File: config.mk
export PLATFORM = sky130hd
export DESIGN_NAME = mru_list_update_core
export DESIGN_NICKNAME = d
export VERILOG_FILES = /design/src/rtl/mlu_pkg.sv /design/src/rtl/mlu_cell.sv /design/src/rtl/mru_list_update_core.sv
export VERILOG_INCLUDE_DIRS = /design/src /design/src/rtl
export SDC_FILE = /design/constraint.sdc
export NUM_CORES = 1
export LEC_CHECK = 0
export ABC_AREA = 0
export BUFFER_PORTS_ARGS = -buffer_cell sky130_fd_sc_hd__buf_2
export CAP_MARGIN = 20
export CELL_PAD_IN_SITES_DETAIL_PLACEMENT = 0
export CELL_PAD_IN_SITES_GLOBAL_PLACEMENT = 2
export CORE_ASPECT_RATIO = 1.75
export CORE_MARGIN = 10
export CORE_UTILIZATION = 40
export DETAILED_ROUTE_END_ITERATION = 12
export GPL_TIMING_DRIVEN = 0
export HOLD_SLACK_MARGIN = 0.1
export PLACE_DENSITY_LB_ADDON = 0.1
export REMOVE_ABC_BUFFERS = 1
export SLEW_MARGIN = 20
export SYNTH_ARGS = -nofsm -noshare
export SYNTH_HDL_FRONTEND = slang
export SYNTH_SLANG_ARGS = --single-unit
File: constraint.sdc
create_clock -name i_clk -period 7.4 [get_ports i_clk]
set_input_delay 1.85 -clock i_clk [delete_from_list [all_inputs] [get_ports i_clk]]
set_output_delay 1.85 -clock i_clk [all_outputs]
set_load 0.005 [all_outputs]
File: src/rtl/mru_list_update_core_assert.svh
// Assertion macros used by the file that checks the list core.
`ifndef MRU_LIST_UPDATE_CORE_ASSERT_SVH
`define MRU_LIST_UPDATE_CORE_ASSERT_SVH

// Whenever pre holds, post must hold in the same cycle (post may start with a delay).
`define MLU_ASSERT_IMPL(label, pre, post, msg) \
    label: assert property (@(posedge i_clk) disable iff (!i_rst_n) (pre) |-> post) \
        else $error(msg);

// Whenever pre holds, post must hold in the following cycle.
`define MLU_ASSERT_NEXT(label, pre, post, msg) \
    label: assert property (@(posedge i_clk) disable iff (!i_rst_n) (pre) |=> (post)) \
        else $error(msg);

`endif

File: src/rtl/mlu_pkg.sv
`timescale 1ns / 1ps

package mlu_pkg;

    // Sequencer states for one beat through the list.
    typedef enum logic [1:0] {
        ST_IDLE,
        ST_CMP,
        ST_SEL,
        ST_UPD
    } t_state;

    // Control broadcast from the sequencer to every cell.
    typedef struct packed {
        logic cmp_en;
        logic upd_en;
        logic hit;
    } t_cell_ctrl;

    // Widths of the result fields.
    localparam int unsigned AGE_OUT_BITS = 4;
    localparam int unsigned ID_PORT_BITS = 16;

endpackage

File: src/rtl/mlu_cell.sv
`timescale 1ns / 1ps

module mlu_cell #(
    parameter int unsigned DEPTH   = 16,
    parameter int unsigned ID_BITS = 16,
    parameter int unsigned INDEX   = 0
) (
    input  logic                       i_clk,
    input  mlu_pkg::t_cell_ctrl        i_ctrl,
    input  logic [ID_BITS-1:0]         i_id,
    input  logic [$clog2(DEPTH)-1:0]   i_ptr,
    input  logic [$clog2(DEPTH)-1:0]   i_hit_age,
    input  logic [ID_BITS-1:0]         i_next_entry,
    input  logic                       i_rst_n,
    output logic [ID_BITS-1:0]         o_entry,
    output logic                       o_match,
    output logic [ID_BITS-1:0]         o_old
);

    localparam int unsigned AW = $clog2(DEPTH);

    logic [ID_BITS-1:0] r_entry;
    logic [ID_BITS-1:0] n_entry;
    logic               r_match;
    logic [AW:0]        w_diff;
    logic [AW:0]        w_wrap;
    logic [AW-1:0]      w_age;

    // Distance of this slot behind the newest slot, modulo the depth.
    always_comb begin
        w_diff = {1'b0, i_ptr} - (AW+1)'(INDEX);
        w_wrap = w_diff + (AW+1)'(DEPTH);
        w_age  = w_diff[AW] ? w_wrap[AW-1:0] : w_diff[AW-1:0];
    end

    // On a hit the newest slot takes the identifier and the slots from the
    // matching one up to just below the newest take their newer neighbour;
    // on a miss the oldest slot takes the identifier.
    always_comb begin
        n_entry = r_entry;
        if (i_ctrl.upd_en) begin
            if (i_ctrl.hit) begin
                if (w_age == '0) begin
                    n_entry = i_id;
                end else if (w_age <= i_hit_age) begin
                    n_entry = i_next_entry;
                end
            end else if (w_age == AW'(DEPTH - 1)) begin
                n_entry = i_id;
            end
        end
    end

    // The store clears to zero at reset.
    always_ff @(posedge i_clk) begin
        if (!i_rst_n) begin
            r_entry <= '0;
        end else begin
            r_entry <= n_entry;
        end
    end

    // Registered compare against the identifier under work.
    always_ff @(posedge i_clk) begin
        if (i_ctrl.cmp_en) begin
            r_match <= (r_entry == i_id);
        end
    end

    assign o_entry = r_entry;
    assign o_match = r_match;
    assign o_old   = (w_age == AW'(DEPTH - 1)) ? r_entry : '0;

endmodule

File: src/rtl/mru_list_update_core.sv
`timescale 1ns / 1ps
// Most-recently-used list of identifiers, built as a ring of cells.
// Input: drive i_item_id and raise start; the beat is taken at a rising edge
// where start is high and busy is low. Bits of i_item_id above ID_BITS are
// ignored.
// Output: o_valid is high for exactly one cycle with o_was_hit, o_hit_age and
// o_replaced_id; the receiver takes it at the end of that cycle and cannot
// stall the block.
// After the accepting edge the sequencer walks compare (all cells at once),
// lowest-slot select and a move of the cells, and the result register is
// loaded in the move state; busy stays high until the move is done, so a new
// item is taken only after the last one is through.
// Reset (synchronous, active low) clears every cell to zero and the newest
// pointer to slot zero, so identifier zero hits first; no result is pending
// after reset.
// The hit age is reported modulo 16.

module mru_list_update_core #(
    parameter int unsigned LIST_DEPTH = 16,
    parameter int unsigned ID_BITS    = 16
) (
    input  logic                                i_clk,
    input  logic                                i_rst_n,
    input  logic                                start,
    input  logic [mlu_pkg::ID_PORT_BITS-1:0]    i_item_id,
    output logic                                busy,
    output logic                                o_valid,
    output logic                                o_was_hit,
    output logic [mlu_pkg::AGE_OUT_BITS-1:0]    o_hit_age,
    output logic [mlu_pkg::ID_PORT_BITS-1:0]    o_replaced_id
);

    localparam int unsigned AW = $clog2(LIST_DEPTH);

    mlu_pkg::t_state     r_state;
    mlu_pkg::t_state     n_state;
    mlu_pkg::t_cell_ctrl w_ctrl;

    logic [ID_BITS-1:0]  r_id;
    logic [AW-1:0]       r_ptr;
    logic [AW-1:0]       r_age;
    logic                r_hit;

    logic [ID_BITS-1:0]  w_entry [LIST_DEPTH];
    logic [ID_BITS-1:0]  w_old   [LIST_DEPTH];
    logic [LIST_DEPTH-1:0] w_match;
    logic [LIST_DEPTH-1:0] w_sel;
    logic [AW-1:0]       w_slot;
    logic [AW:0]         w_diff;
    logic [AW:0]         w_wrap;
    logic [AW-1:0]       w_age;
    logic [ID_BITS-1:0]  w_old_id;
    logic [ID_BITS+mlu_pkg::ID_PORT_BITS-1:0] w_id_wide;
    logic [ID_BITS+mlu_pkg::ID_PORT_BITS-1:0] w_old_wide;
    logic [AW+mlu_pkg::AGE_OUT_BITS-1:0]      w_age_wide;
    logic                w_accept;

    assign w_accept = start && !busy;

    // Next state of the sequencer.
    always_comb begin
        n_state = r_state;
        unique case (r_state)
            mlu_pkg::ST_IDLE: begin
                if (start) n_state = mlu_pkg::ST_CMP;
            end
            mlu_pkg::ST_CMP: n_state = mlu_pkg::ST_SEL;
            mlu_pkg::ST_SEL: n_state = mlu_pkg::ST_UPD;
            mlu_pkg::ST_UPD: n_state = mlu_pkg::ST_IDLE;
            default:         n_state = mlu_pkg::ST_IDLE;
        endcase
    end

    // Sequencer outputs.
    always_comb begin
        busy          = 1'b1;
        w_ctrl.cmp_en = 1'b0;
        w_ctrl.upd_en = 1'b0;
        w_ctrl.hit    = r_hit;
        unique case (r_state)
            mlu_pkg::ST_IDLE: busy = 1'b0;
            mlu_pkg::ST_CMP:  w_ctrl.cmp_en = 1'b1;
            mlu_pkg::ST_SEL:  ;
            mlu_pkg::ST_UPD:  w_ctrl.upd_en = 1'b1;
            default:          busy = 1'b1;
        endcase
    end

    always_ff @(posedge i_clk) begin
        if (!i_rst_n) begin
            r_state <= mlu_pkg::ST_IDLE;
        end else begin
            r_state <= n_state;
        end
    end

    // Capture the identifier of an accepted beat, keeping its low ID_BITS.
    assign w_id_wide = {{ID_BITS{1'b0}}, i_item_id};

    always_ff @(posedge i_clk) begin
        if (w_accept) begin
            r_id <= w_id_wide[ID_BITS-1:0];
        end
    end

    // Ring of cells; each one's newer neighbour is the next slot up.
    for (genvar g = 0; g < LIST_DEPTH; g++) begin : g_cell
        mlu_cell #(
            .DEPTH   (LIST_DEPTH),
            .ID_BITS (ID_BITS),
            .INDEX   (g)
        ) u_cell (
            .i_clk        (i_clk),
            .i_ctrl       (w_ctrl),
            .i_id         (r_id),
            .i_ptr        (r_ptr),
            .i_hit_age    (r_age),
            .i_next_entry (w_entry[(g + 1) % LIST_DEPTH]),
            .i_rst_n      (i_rst_n),
            .o_entry      (w_entry[g]),
            .o_match      (w_match[g]),
            .o_old        (w_old[g])
        );
    end

    // The lowest matching slot wins.
    assign w_sel = w_match & (~w_match + LIST_DEPTH'(1));

    always_comb begin
        w_slot   = '0;
        w_old_id = '0;
        for (int i = 0; i < LIST_DEPTH; i++) begin
            if (w_sel[i]) w_slot = w_slot | AW'(i);
            w_old_id = w_old_id | w_old[i];
        end
        w_diff = {1'b0, r_ptr} - {1'b0, w_slot};
        w_wrap = w_diff + (AW+1)'(LIST_DEPTH);
        w_age  = w_diff[AW] ? w_wrap[AW-1:0] : w_diff[AW-1:0];
    end

    // Hit flag and age, held for the move cycle.
    always_ff @(posedge i_clk) begin
        if (r_state == mlu_pkg::ST_SEL) begin
            r_hit <= (w_match != '0);
            r_age <= w_age;
        end
    end

    // The newest pointer advances on a miss.
    always_ff @(posedge i_clk) begin
        if (!i_rst_n) begin
            r_ptr <= '0;
        end else if (w_ctrl.upd_en && !r_hit) begin
            r_ptr <= (r_ptr == AW'(LIST_DEPTH - 1)) ? '0 : r_ptr + AW'(1);
        end
    end

    // Result register, loaded in the move cycle.
    assign w_old_wide = {{mlu_pkg::ID_PORT_BITS{1'b0}}, w_old_id};
    assign w_age_wide = {{mlu_pkg::AGE_OUT_BITS{1'b0}}, r_age};

    always_ff @(posedge i_clk) begin
        if (!i_rst_n) begin
            o_valid <= 1'b0;
        end else begin
            o_valid <= w_ctrl.upd_en;
        end
    end

    always_ff @(posedge i_clk) begin
        if (w_ctrl.upd_en) begin
            o_was_hit     <= r_hit;
            o_hit_age     <= r_hit ? w_age_wide[mlu_pkg::AGE_OUT_BITS-1:0] : '0;
            o_replaced_id <= r_hit ? '0 : w_old_wide[mlu_pkg::ID_PORT_BITS-1:0];
        end
    end

`include "mru_list_update_core_assert.svh"

`MLU_ASSERT_IMPL(a_result_follows, w_accept, ##4 o_valid, "accepted beat gave no result")
`MLU_ASSERT_IMPL(a_one_winner, r_state == mlu_pkg::ST_SEL, $onehot0(w_sel), "several slots selected")
`MLU_ASSERT_IMPL(a_hit_fields, o_valid && o_was_hit, o_replaced_id == '0, "hit reports a victim")
`MLU_ASSERT_NEXT(a_single_strobe, o_valid, !o_valid, "result strobe repeated")

endmodule
==> impl_metrics.env, run 1 <==
export IMPL_hold_viol_final=0
export IMPL_combPwrFrac=0.300
export IMPL_synthFlopType="dfxtp_1"
export IMPL_drtIter0Drc=1848
export IMPL_seq_power_share=0.392
export IMPL_synth_most_common_cell="dfxtp_1"
export IMPL_antenna_found_initial=4
export IMPL_overflow=0
export IMPL_clock_fmax_mhz=188
export IMPL_outcome="finished clean"
export IMPL_grt_pass1_wl_um=145000
export IMPL_die_h_um=322
export IMPL_cts_root_buf="clkbuf_16"
export IMPL_drcViolationCount=0
export IMPL_startpoint_type="flop"
export IMPL_startpoint="r_ptr[2]$_SDFFE_PN0P_"
export IMPL_synth_commonest_cells="263 x dfxtp_1, 261 x xnor2_1, 257 x nand2_1"
export IMPL_detail_route_antenna_nets=0
export IMPL_clk_pin_slew_ps=70
export IMPL_switchingPower_mw=2.27
export IMPL_grt_max_degree=122
export IMPL_ctsHoldBuffers=0
export IMPL_die_area_um2=61900
export IMPL_synth_xor_area_share=0.116
export IMPL_synth_top_area_frac=0.253
export IMPL_grt_setup_unrepaired="no"
export IMPL_setup_viol=0
export IMPL_hp_class="flop to flop"
export IMPL_critPathMaxFanout=32
export IMPL_finalCritPeriodShare=0.717
export IMPL_fin_nets=2383
export IMPL_syn_avg_cell_area_um2=8.74
export IMPL_ios=42
export IMPL_clock_skew_final_ps=29.6
export IMPL_synth_top_family_by_area="compound AO/OA/AOI/OAI gates"
export IMPL_worstHoldStart="g_cell[15].u_cell.o_entry[12]$_SDFFE_PN0P_"
export IMPL_synth_cell_area_um2=20800
export IMPL_cts_tree="built"
export IMPL_ys_async_sr_fraction=0
export IMPL_arrival_ps=5770
export IMPL_firstDrtPassIters=6
export IMPL_critPathKind="flop to flop"
export IMPL_avgRoutedWirePerCell_um=35.1
export IMPL_synth_mux_area_frac=0.108
export IMPL_maxCapViolCount=0
export IMPL_die_w_um=192
export IMPL_syn_inst=2383
export IMPL_yosysWarnings=0
export IMPL_ctsHtreeMaxLevel=2
export IMPL_synth_edf_count=58
export IMPL_cts_buffers=35
export IMPL_post_route_util=0.458
export IMPL_post_cts_buffers=0
export IMPL_wl_um=106000
export IMPL_hold_ws_ps=515
export IMPL_synth_simple_area_share=0.162
export IMPL_place_hpwl_um=80600
export IMPL_intPower_mw=3.84
export IMPL_p_per_area_nw_per_um2=259
export IMPL_gpl_final_weighted_congestion=1.02
export IMPL_grtUsageTotal=0.336
export IMPL_placementRows=110
export IMPL_synth_distinct_cells=75
export IMPL_ir_drop_mv=0.179
export IMPL_cts_resized_gates=0
export IMPL_grt_pass1_vias=18100
export IMPL_vias=18900
export IMPL_cp_end_kind="flop"
export IMPL_cts_sinks=321
export IMPL_core_area_um2=51500
export IMPL_numPortBuffers=41
export IMPL_synth_top_area_cell="dfxtp_1"
export IMPL_start_util=0.404
export IMPL_synth_compound_area_share=0.190
export IMPL_drive_gt1_frac=0.106
export IMPL_layout_setup_ws_ps=2090
export IMPL_rrSetupSlack_ps=2090
export IMPL_area_delta_synth_final_pct=13.3
export IMPL_slew_viol_final=0
export IMPL_crit_required_ps=7860
export IMPL_ys_seq_area_frac=0.337
export IMPL_synthAdderAreaFrac=0.0328
export IMPL_swShare=0.371
export IMPL_relSlewSlack=0.231
export IMPL_drt_vias_per_instance=6.27
export IMPL_synth_seq_cells=321
export IMPL_clk_path_buf_depth=3
export IMPL_r2r_start="r_ptr[2]$_SDFFE_PN0P_"
export IMPL_synthTopCellsByArea="dfxtp_1 25%, xnor2_1 11%, mux2i_1 11%"
export IMPL_fill_cells=5063
export IMPL_pwr_share_clk=0.309
export IMPL_clk_latency_ps=570
export IMPL_fin_crit_ps=5310
export IMPL_place_ws_ps=1880
export IMPL_worst_slew_pin_slew_ps=1140
export IMPL_leakagePower_nw=7.10
logic make-up after synthesis:
kind of cell | Yosys count
mux | 225
simple gates | 704
compound gates | 548
flops | 321
fa+ha+maj | 54
xor+xnor | 269
buf+inv | 262
routing by layer:
layer	share of wire	vias to the layer above	global-route usage
li1	-	8483	-
met1	0.37	9240	0.377
met2	0.47	827	0.548
met3	0.051	300	0.0376
met4	0.11	2	0.302
met5	0.00012	-	0
layout by cell type, fill, tap and decap left out, types with 58 or more instances in the layout:
cell type,count
mux2i_1,225
o211ai_1,80
nor2_1,126
nand2_1,257
nand2b_1,84
nand3_1,73
edfxtp_1,58
a21oi_1,123
dfxtp_1,262
a211oi_1,87
nand4_1,65
xnor2_1,260
power by group through the flow:
stage	Clock [mW]	Sequential [mW]	Combinational, mW
2_1_floorplan	0	2.31	0.985
3_3_place_gp	0	2.69	1.32
3_5_place_dp	0	2.42	1.81
4_1_cts	1.91	2.38	1.81
5_1_grt	1.96	2.39	1.95
6_report	1.89	2.39	1.83
final cells by class:
cell class / instances / area (um^2) / share of cell area
Antenna cell: 1 / 2.50 / 0.000106
Clock buffer: 40 / 916 / 0.0388
Clock inverter: 22 / 255 / 0.0108
Inverter: 37 / 151 / 0.00642
Multi-Input combinational cell: 1800 / 12900 / 0.549
Sequential cell: 321 / 7010 / 0.297
Tap cell: 672 / 841 / 0.0356
Timing Repair Buffer: 115 / 1470 / 0.0624
critical path, cell delays in order (launching register included):
cell and delay, ps:
dfxtp_1 1040, inv_1 500, ha_1 410, a21boi_2 210, xnor2_4 730, inv_2 400
ha_1 430, o21ai_0 500, o311a_2 650, nor2_1 90, a211oi_1 230
sequential cells by signal, indices dropped and copies added, names as in the netlist:
signal / count
r_id: 16
g_cell.u_cell.o_match: 16
r_state: 2
o_valid: 1
r_age: 4
g_cell.u_cell.o_entry: 256
r_hit: 1
o_replaced_id: 16
r_ptr: 4
o_hit_age: 4
o_was_hit: 1
metrics by stage:
| stage | cells | TNS, ps | instance area, um^2 | power, mW |
|---|---|---|---|---|
| floorplan | 2158 | 0 | 19800 | 3.29 |
| global placement | 2871 | -170490 | 20900 | 4.01 |
| detailed placement | 2943 | 0 | 22400 | 4.22 |
| CTS | 3005 | 0 | 23600 | 6.10 |
| global route | 3007 | 0 | 23600 | 6.31 |
| finish | 3008 | 0 | 23600 | 6.11 |
final timing paths:
| kind | to | cells past startpoint |
|---|---|---|
| setup / recovery | g_cell[1].u_cell.o_entry[1]$_SDFFE_PN0P_ | 10 |
| hold / removal | g_cell[15].u_cell.o_entry[12]$_SDFFE_PN0P_ | 2 |
| setup reg to reg | g_cell[1].u_cell.o_entry[1]$_SDFFE_PN0P_ | 10 |
| hold reg to reg | g_cell[15].u_cell.o_entry[12]$_SDFFE_PN0P_ | 2 |
Power figures use the tool's default switching activity.
==> inputs of run 2 (changes only) <==
--- a/config.mk
+++ b/config.mk
@@ -13,7 +13,7 @@
 export CELL_PAD_IN_SITES_GLOBAL_PLACEMENT = 2
 export CORE_ASPECT_RATIO = 1.75
 export CORE_MARGIN = 10
-export CORE_UTILIZATION = 40
+export CORE_UTILIZATION = 36
 export DETAILED_ROUTE_END_ITERATION = 12
 export GPL_TIMING_DRIVEN = 0
 export HOLD_SLACK_MARGIN = 0.1
==> constraint.sdc (replaced) <==
create_clock -name i_clk -period 4.3 [get_ports i_clk]
set_input_delay 1.075 -clock i_clk [delete_from_list [all_inputs] [get_ports i_clk]]
set_output_delay 1.075 -clock i_clk [all_outputs]
set_load 0.005 [all_outputs]
==> impl_metrics.env, run 2 (synthesis results as in run 1) <==
export IMPL_outcome="finished clean"
export IMPL_ctsHoldBuffers=0
export IMPL_grt_pass1_wl_um=150000
export IMPL_ios=42
export IMPL_place_ws_ps=-1070
export IMPL_numPortBuffers=41
export IMPL_grt_setup_unrepaired="no"
export IMPL_area_delta_synth_final_pct=15.0
export IMPL_ctsHtreeMaxLevel=2
export IMPL_clk_path_buf_depth=3
export IMPL_fill_cells=5841
export IMPL_detail_route_antenna_nets=0
export IMPL_cts_root_buf="clkbuf_16"
export IMPL_setup_viol=0
export IMPL_rr_worst_depth=11
export IMPL_critPathSlowestCell="dfxtp_1"
export IMPL_critPathBufInv=3
export IMPL_clk_pin_slew_ps=60
export IMPL_drive_gt1_frac=0.112
export IMPL_drcViolationCount=0
export IMPL_cp_end_kind="flop"
export IMPL_clock_skew_final_ps=31.6
export IMPL_cp_depth=11
export IMPL_arrival_ps=4630
export IMPL_clk_latency_ps=600
export IMPL_final_cell_mix="260 x xnor2_1, 260 x dfxtp_1, 257 x nand2_1"
export IMPL_route_met3_wl_um=5820
export IMPL_critPathKind="flop to flop"
export IMPL_startpoint_type="flop"
export IMPL_place_hpwl_um=82200
export IMPL_wl_um=109000
export IMPL_firstDrtPassIters=6
export IMPL_final_cells=3119
export IMPL_gpl_final_weighted_congestion=1.01
export IMPL_relSlewSlack=0.184
export IMPL_path_cells="inv_1, ha_1, xnor2_4, inv_4, ha_1, o21ai_0, nor3b_1, o311a_2, buf_8, nor2_1, a211oi_1"
export IMPL_hp_class="flop to flop"
export IMPL_leakagePower_nw=7.21
export IMPL_top_layer="met5"
export IMPL_die_w_um=202
export IMPL_worst_slew_pin_slew_ps=1210
export IMPL_fin_nets=2394
export IMPL_grtUsageTotal=0.309
export IMPL_tns_ps=0
export IMPL_cts_tree="built"
export IMPL_power_mw=10.7
export IMPL_critPathMaxFanout=27
export IMPL_placementRows=116
export IMPL_cp_common_cell="ha_1"
export IMPL_post_route_util=0.419
export IMPL_die_area_um2=68200
export IMPL_drtIter0Drc=1791
export IMPL_crit_required_ps=4800
export IMPL_dp_cells=3037
export IMPL_hold_depth=2
export IMPL_met2_length_um=52200
export IMPL_layout_setup_ws_ps=169
export IMPL_path_delay_family="adder cells"
export IMPL_ir_drop_mv=0.338
export IMPL_p_per_area_nw_per_um2=448
export IMPL_hold_viol_final=0
export IMPL_drt_vias_per_instance=6.06
export IMPL_avgRoutedWirePerCell_um=34.8
export IMPL_largest_reg_flops=256
export IMPL_cts_buffers=37
export IMPL_antenna_found_initial=4
export IMPL_fin_crit_ps=4130
export IMPL_vias=18900
export IMPL_maxCapViolCount=0
export IMPL_overflow=0
export IMPL_die_h_um=338
export IMPL_start_util=0.364
export IMPL_finalCritPeriodShare=0.961
export IMPL_clock_fmax_mhz=242
export IMPL_core_area_um2=57200
export IMPL_met1_length_um=40600
export IMPL_cts_sinks=321
export IMPL_slew_viol_final=0
export IMPL_slowest_delay_ps=640
export IMPL_grt_max_degree=108
export IMPL_grt_pass1_vias=18400
-- run 2: cell count changes in the layout (fill, tap and decap cells not counted), moves of 2 or more --
cell	before	now
clkbuf_8	0	7
buf_4	3	7
clkbuf_1	4	8
buf_6	8	11
clkinv_2	7	4
clkinv_4	4	1
clkinv_8	0	3
dfxtp_1	262	260
ha_1	51	49
ha_2	1	3
-- run 2: path summary, 6_finish.rpt --
check,startpoint,to,slack (ps)
max,r_ptr[0]$_SDFFE_PN0P_,g_cell[1].u_cell.o_entry[13]$_SDFFE_PN0P_,170
min,g_cell[15].u_cell.o_entry[10]$_SDFFE_PN0P_,g_cell[15].u_cell.o_entry[10]$_SDFFE_PN0P_,520
max reg2reg,r_ptr[0]$_SDFFE_PN0P_,g_cell[1].u_cell.o_entry[13]$_SDFFE_PN0P_,170
min reg2reg,g_cell[15].u_cell.o_entry[10]$_SDFFE_PN0P_,g_cell[15].u_cell.o_entry[10]$_SDFFE_PN0P_,520
-- run 2: area by class of cell --
type / count / area (um^2) / share of cell area
Tap cell: 767 / 960 / 0.0401
Clock inverter: 16 / 221 / 0.00925
Inverter: 37 / 151 / 0.00632
Sequential cell: 321 / 7010 / 0.293
Timing Repair Buffer: 121 / 1530 / 0.0638
Antenna cell: 2 / 5.00 / 0.000209
Multi-Input combinational cell: 1803 / 13000 / 0.543
Clock buffer: 52 / 1050 / 0.0440
-- run 2: repair_timing --
| item | 4_1_cts | 5_1_grt |
|---|---|---|
| pin swaps | 6 | 2 |
| buffers inserted | 4 | 3 |
| resized for setup | 6 | 3 |
| gates cloned | 3 | 0 |
| setup endpoints to repair | 181 | 60 |
-- run 2: per-stage QoR --
stage	hold WS, ps	cell area [um^2]
global placement	506	21000
detailed placement	505	22500
global route	533	23900
floorplan	472	19800
finish	516	23900
CTS	514	23900
-- run 2: power by group --
part | switching (mW) | leakage [nW] | internal [mW]
Combinational | 1.77 | 3.92 | 1.34
Sequential | 0.728 | 2.66 | 3.44
Clock | 1.48 | 0.621 | 1.97
Total | 3.98 | 7.21 | 6.74
-- run 2: layer usage --
| layer | vias up | track usage |
|---|---|---|
| li1 | 8519 | - |
| met1 | 9337 | 0.348 |
| met2 | 777 | 0.512 |
| met3 | 254 | 0.0459 |
| met4 | 4 | 0.249 |
| met5 | - | 0 |
-- run 2: worst register-to-register path, stage by stage, from the launching register on --
cell	delay [ps]
dfxtp_1	640
inv_1	280
ha_1	570
xnor2_4	330
inv_4	380
ha_1	370
o21ai_0	120
nor3b_1	430
o311a_2	440
buf_8	220
nor2_1	60
a211oi_1	210
